==> config.mk <==
export PLATFORM = sky130hd
export DESIGN_NAME = chull_front
export DESIGN_NICKNAME = d
export VERILOG_FILES = /design/src/sv/chull_pkg.sv /design/src/sv/chull_front.sv
export SDC_FILE = /design/constraint.sdc
export NUM_CORES = 1
export LEC_CHECK = 0
export BUFFER_PORTS_ARGS = -buffer_cell sky130_fd_sc_hd__clkbuf_2
export CORE_MARGIN = 2
export CORE_UTILIZATION = 35
export DETAILED_ROUTE_END_ITERATION = 16
export HOLD_SLACK_MARGIN = 0.1
export SYNTH_ARGS = -nofsm -noshare
export SYNTH_HDL_FRONTEND = slang
export SYNTH_SLANG_ARGS = --single-unit
==> constraint.sdc <==
create_clock -name clock -period 3.92 [get_ports clock]
set_clock_uncertainty 0.05 [all_clocks]
set_input_delay 0.196 -clock clock [delete_from_list [all_inputs] [get_ports clock]]
set_output_delay 0.196 -clock clock [all_outputs]
set_load 0.05 [all_outputs]
==> src/sv/chull_pkg.sv <==
// Package for the convex hull block: payload structs, front/back job word, FSM states.
// No dependencies.
package chull_pkg;

   localparam int unsigned FIELD_WIDTH = 32;
   localparam logic [15:0] TOL_RESET = 16'd6;
   localparam logic [0:0] ADDR_TOL = 1'b0;

   typedef struct packed {
      logic signed [FIELD_WIDTH-1:0] point_x;
      logic signed [FIELD_WIDTH-1:0] point_z;
      logic                          last_point;
   } req_type;

   typedef struct packed {
      logic signed [FIELD_WIDTH-1:0] hull_x;
      logic signed [FIELD_WIDTH-1:0] hull_z;
      logic                          last_vertex;
      logic                          overflow;
   } rsp_type;

   typedef enum logic [3:0] {
      ST_IDLE,
      ST_SCAN,
      ST_SHIFT,
      ST_DD_RD,
      ST_DD_CMP,
      ST_SMALL,
      ST_H_RD,
      ST_H_MUL,
      ST_H_SUB,
      ST_H_DEC,
      ST_EMIT_RD,
      ST_EMIT
   } back_state_type;

endpackage

==> src/sv/chull_front.sv <==
// Front end of the convex hull block: takes requests into a two-entry queue.
// Depends on chull_pkg.
module chull_front (
   input  logic              clock,
   input  logic              reset,
   input  logic              push,
   input  chull_pkg::req_type push_data,
   input  logic              pop,
   output logic              full,
   output logic              not_empty,
   output chull_pkg::req_type head
);

   chull_pkg::req_type q_ff [2];
   logic [1:0] cnt_ff, cnt_in;
   logic       rd_ff, rd_in, wr_ff, wr_in;

   always_comb begin
      cnt_in = cnt_ff;
      rd_in = rd_ff;
      wr_in = wr_ff;
      if (push) begin
         wr_in = ~wr_ff;
      end
      if (pop) begin
         rd_in = ~rd_ff;
      end
      if (push && !pop) begin
         cnt_in = cnt_ff + 2'd1;
      end else if (pop && !push) begin
         cnt_in = cnt_ff - 2'd1;
      end
   end

   always_ff @(posedge clock) begin
      if (reset) begin
         cnt_ff <= '0;
         rd_ff <= 1'b0;
         wr_ff <= 1'b0;
      end else begin
         cnt_ff <= cnt_in;
         rd_ff <= rd_in;
         wr_ff <= wr_in;
      end
      if (push) begin
         q_ff[wr_ff] <= push_data;
      end
   end

   assign full = cnt_ff[1];
   assign not_empty = cnt_ff != 2'd0;
   assign head = q_ff[rd_ff];

endmodule

* Word level (Yosys, flattened, before mapping)
Memories as Yosys holds them, arrays and structs flattened. A register that Yosys moved wholly into a read port is not among the register bits.
Index checks and enable logic that the tools add are counted.
** Storage, ports and cells
- Register bits after elaboration :: 4
- Bits of input ports :: 69
- Word-level logic and storage cells :: 20
- Memories :: 1
- RAM bits :: 130
- Output and inout bits :: 67
** Memories
- q_ff :: words 2, width 65, rd ports 1, clocked after Yosys merged registers in 1, wr ports 1, RTL line chull_front.sv:14 : chull_pkg::req_type q_ff [2];
** Operators by class
- Reduce and logical (&&, ||, !) cells :: 6
- Muxes and demuxes :: 6
- Add/sub/neg operators :: 2
- Bitwise operators :: 2
** Operators with widths (count)
- $mux W1 :: 4
- $mux W2 :: 2
- $reduce_bool A2 Y1 :: 2
- $add A2 B1 Y2 const B :: 1
- $logic_and A1 B1 Y1 :: 2
- $logic_not A1 Y1 :: 2
- $not A1 Y1 :: 2
- $sub A2 B1 Y2 const B :: 1

* Depth between registers and ports, before layout
- Depth in word-level cells :: 4
- Gate-level depth with buffers :: 5
- Mapped depth without buffers :: 5

* Worst setup path after synthesis
Ideal clock, no wire load.
- Path kind :: register -> register
- From :: register wr_ff
- To :: memory q_ff[0][0] (netlist bit), enable pin
- Setup slack :: 0.157 ns
- Clock period less this slack :: 3.763 ns
- Cell stages (with the launch flop) :: 2
- Required time :: 3.374 ns
- Arrival :: 3.217 ns
- Buffers on the path :: 0
- Setup time :: 0.496 ns
- Cell sequence :: dfxtp_1 > nor2b_1
** RTL lines
- start, declared :: RTL line chull_front.sv:16 : logic rd_ff, rd_in, wr_ff, wr_in;
- start signal, assigned :: RTL line chull_front.sv:43 : wr_ff <= wr_in;
- end, declared :: RTL line chull_front.sv:14
Straight into the memory's write port.

==> results.md <==
* Outcome: completed
* RSZ-0062 raised after global routing: false
* Die Ht at 122 um
* Fmax at 440 MHz
* Crit path required time at 3.67 ns
* Io pins at 136
* Clock root buffer: clkbuf_16
* Mean post-synth cell area at 22.0 um2
* R2r endpoint: q_ff[1][12]
* CTS tree: done
* Largest family of logic cells by synthesized area: multiplexers
* Top cell type's share of synthesized area at 79.5%
* Routed WL per cell at 14.3 um
* Crit. End Element: primary output
* Routed Antenna Nets at 0
* Peak VDD IR at 352 uV
* Pleak at 2.70 nW
* Relative slew slack at 39.5%
* CP endpoint: head[53]
* Final Instance Count excl. Fillers at 633
* Core Rows at 43
* Initial antenna violation count at 0
* CP Launch Type: flop
* Number of vias per cell at 4.36
* Synth Instances at 223
* Leading area contributor after synthesis: edfxtp_1
* Sink Count at 135
* P&R area growth vs syn at 42.9%
* Diode count at 0
* Worst Tran Pin Value at 0.907 ns
* Simple logic cell fraction of the synthesized area at 0.815%
* Overall Global Routing Usage at 12.6%
* Reg2reg setup slack at 2.26 ns
* Share of layout cells above drive strength 1 at 51.0%
* Starting Density at 35.6%
* Die W at 122 um
* Port buffer count at 135
* Synth cell types at 16
* Sequential share of the synthesized area at 81.5%
* Largest net degree at the start of global routing at 66
* Layout net count at 510
* Post-synth ARST share at 0%
* Total global routing overflow at 0
* Crit Path Class: reg2out
* Synth top area cells: edfxtp_1 80%, mux2_2 15%, dfxtp_1 2.0%, buf_6 1.4%, xnor2_1 0.36%
* Die footprint at 15,000 um2
* Mapped Nets at 293
* Setup TNS at 0 ns
* Max-cap viol count at 0
* Clock buffer depth at 2
* Gp weighted congestion at 0.664
* First-pass DRT Iterations at 4
* CORE AREA at 13,800 um2
* Maximum fanout along the worst path at 65
* Number of flops mapped to enable cells by yosys at 130
* Compound-cell area share of the yosys netlist at 0.204%
* Class of the worst hold path: reg2reg
* Slew Viols, Final at 0
* Initial DRC Count at 139
* Final WL at 9.06 mm
* Post-Syn Area at 4910 um2
* Mux cell area share after synthesis at 14.9%
* Setup violators final at 0
* Yosys synthesis warning count at 0
* Hold Slack at 0.451 ns
* Xor and xnor area share after synthesis at 0.714%
* H-tree lvl count at 4
* Top flip-flop cell by instance count after synthesis: edfxtp_1
* Final Critical Period at 2.27 ns
* Fillers at 1,206
* Hold Fails Final Rpt at 0
* Via count at 2,761
* First-pass GRT wire length at 13.8 mm
* Final period util at 58.0%
* R2r worst-path depth at 1
* Clock slew at reported path FFs at 0.05 ns
* # placed instances at 532
* Number of global-route vias before repair at 2,849
* Synth Area in Adders at 0.255%
* Cts repair resizes at 0
* Post-DP HPWL at 5.33 mm
* PwrDens at 549 nW/um2
* Reg2reg start: wr_ff
* Num CTS Buffers at 17
* #FFs+latches synth at 135
* Residual DRC at 0
* Clk Latency, worst-skew pair at 0.41 ns
* Data arrival time of the worst path at 2.03 ns
## state kept, by name (all words and copies together), names as in the netlist, named ones only
register / count
wr_ff: 1
cnt_ff: 2
q_ff: 130
rd_ff: 1
## how the worst min path moves through the flow
stage / slack (ns) / start / to / depth (start not counted)
4_1_cts: 0.44 / push_data[63] / q_ff[1][63] / 2
5_1_grt: 0.45 / push_data[46] / q_ff[1][46] / 2
3_3_place_gp: 0.34 / push_data[10] / q_ff[0][10] / 1
3_5_place_dp: 0.34 / push_data[63] / q_ff[1][63] / 1
6_report: 0.45 / cnt_ff[1] / cnt_ff[1] / 2
2_1_floorplan: 0.22 / reset / cnt_ff[1] / 1
## per-stage QoR
step	setup slack (ns)	utilization (%)	area (um2)	power (mW)
global route	1.52	51.0	7020	4.00
floorplan	0.157	-	4910	2.18
CTS	1.58	51.0	7020	3.90
finish	1.65	51.0	7020	3.85
global placement	2.04	41.8	5760	2.31
detailed placement	2.03	41.8	5760	2.32
## routing by layer
metal | GRT usage (%) | wire length (um)
met5 | 0 | 0
met2 | 20.3 | 4510
met1 | 14.4 | 3790
met3 | 5.44 | 585
met4 | 5.82 | 169
## logic make-up (layout without fill, tap and decap cells)
kind of cell,Yosys count,count (layout)
multiplexers,65,65
adder cells (fa/ha/maj),1,1
buffers and inverters,8,238
XOR/XNOR,4,4
AND/OR/NAND/NOR,8,8
flip-flops,135,135
AO/OA/AOI/OAI,2,2
## critical path, cell delays in order, from the launching register on
cell and delay, ns:
dfxtp_4 0.91, mux2_2 0.43, clkbuf_2 0.24
## repair_timing
item,4_1_cts,5_1_grt
setup endpoints to repair,0,0
hold buffers,69,0
endpoints found under the hold margin,135,0
setup buffers,0,0
## layout by cell type (no fill, tap or decap), drive strengths merged
cell type	n
a21oi	1
and2	1
buf	1
bufinv	3
clkbuf	153
clkinv	11
dfxtp	5
dlygate4sd3	69
edfxtp	130
ha	1
inv	1
mux2	65
nor2	4
nor2b	1
o21ai	1
or2	1
or3	1
xnor2	2
xor2	2
## synth_stat cells (all sizes together) (2+ instances only)
cell    number
edfxtp     130
mux2        65
buf          7
dfxtp        5
nor2         4
xnor2        2
xor2         2
## report_power, final
group          total (mW)  internal [mW]  switching (mW)  leakage [nW]
logic               0.606          0.202           0.404          1.16
clock network        1.52          0.979           0.536         0.284
registers            1.73           1.69          0.0459          1.26
total                3.85           2.87           0.986          2.70
## layout make-up
type / count / area [um2] / area share, %
multi-input combinational: 80 / 840 / 12.0
sequential: 135 / 4010 / 57.1
clock inverter: 14 / 139 / 1.98
tap: 180 / 225 / 3.21
timing repair buffer: 205 / 1370 / 19.6
inverter: 1 / 3.75 / 0.0535
clock buffer: 18 / 429 / 6.12
(Power assumes the default switching activity.)
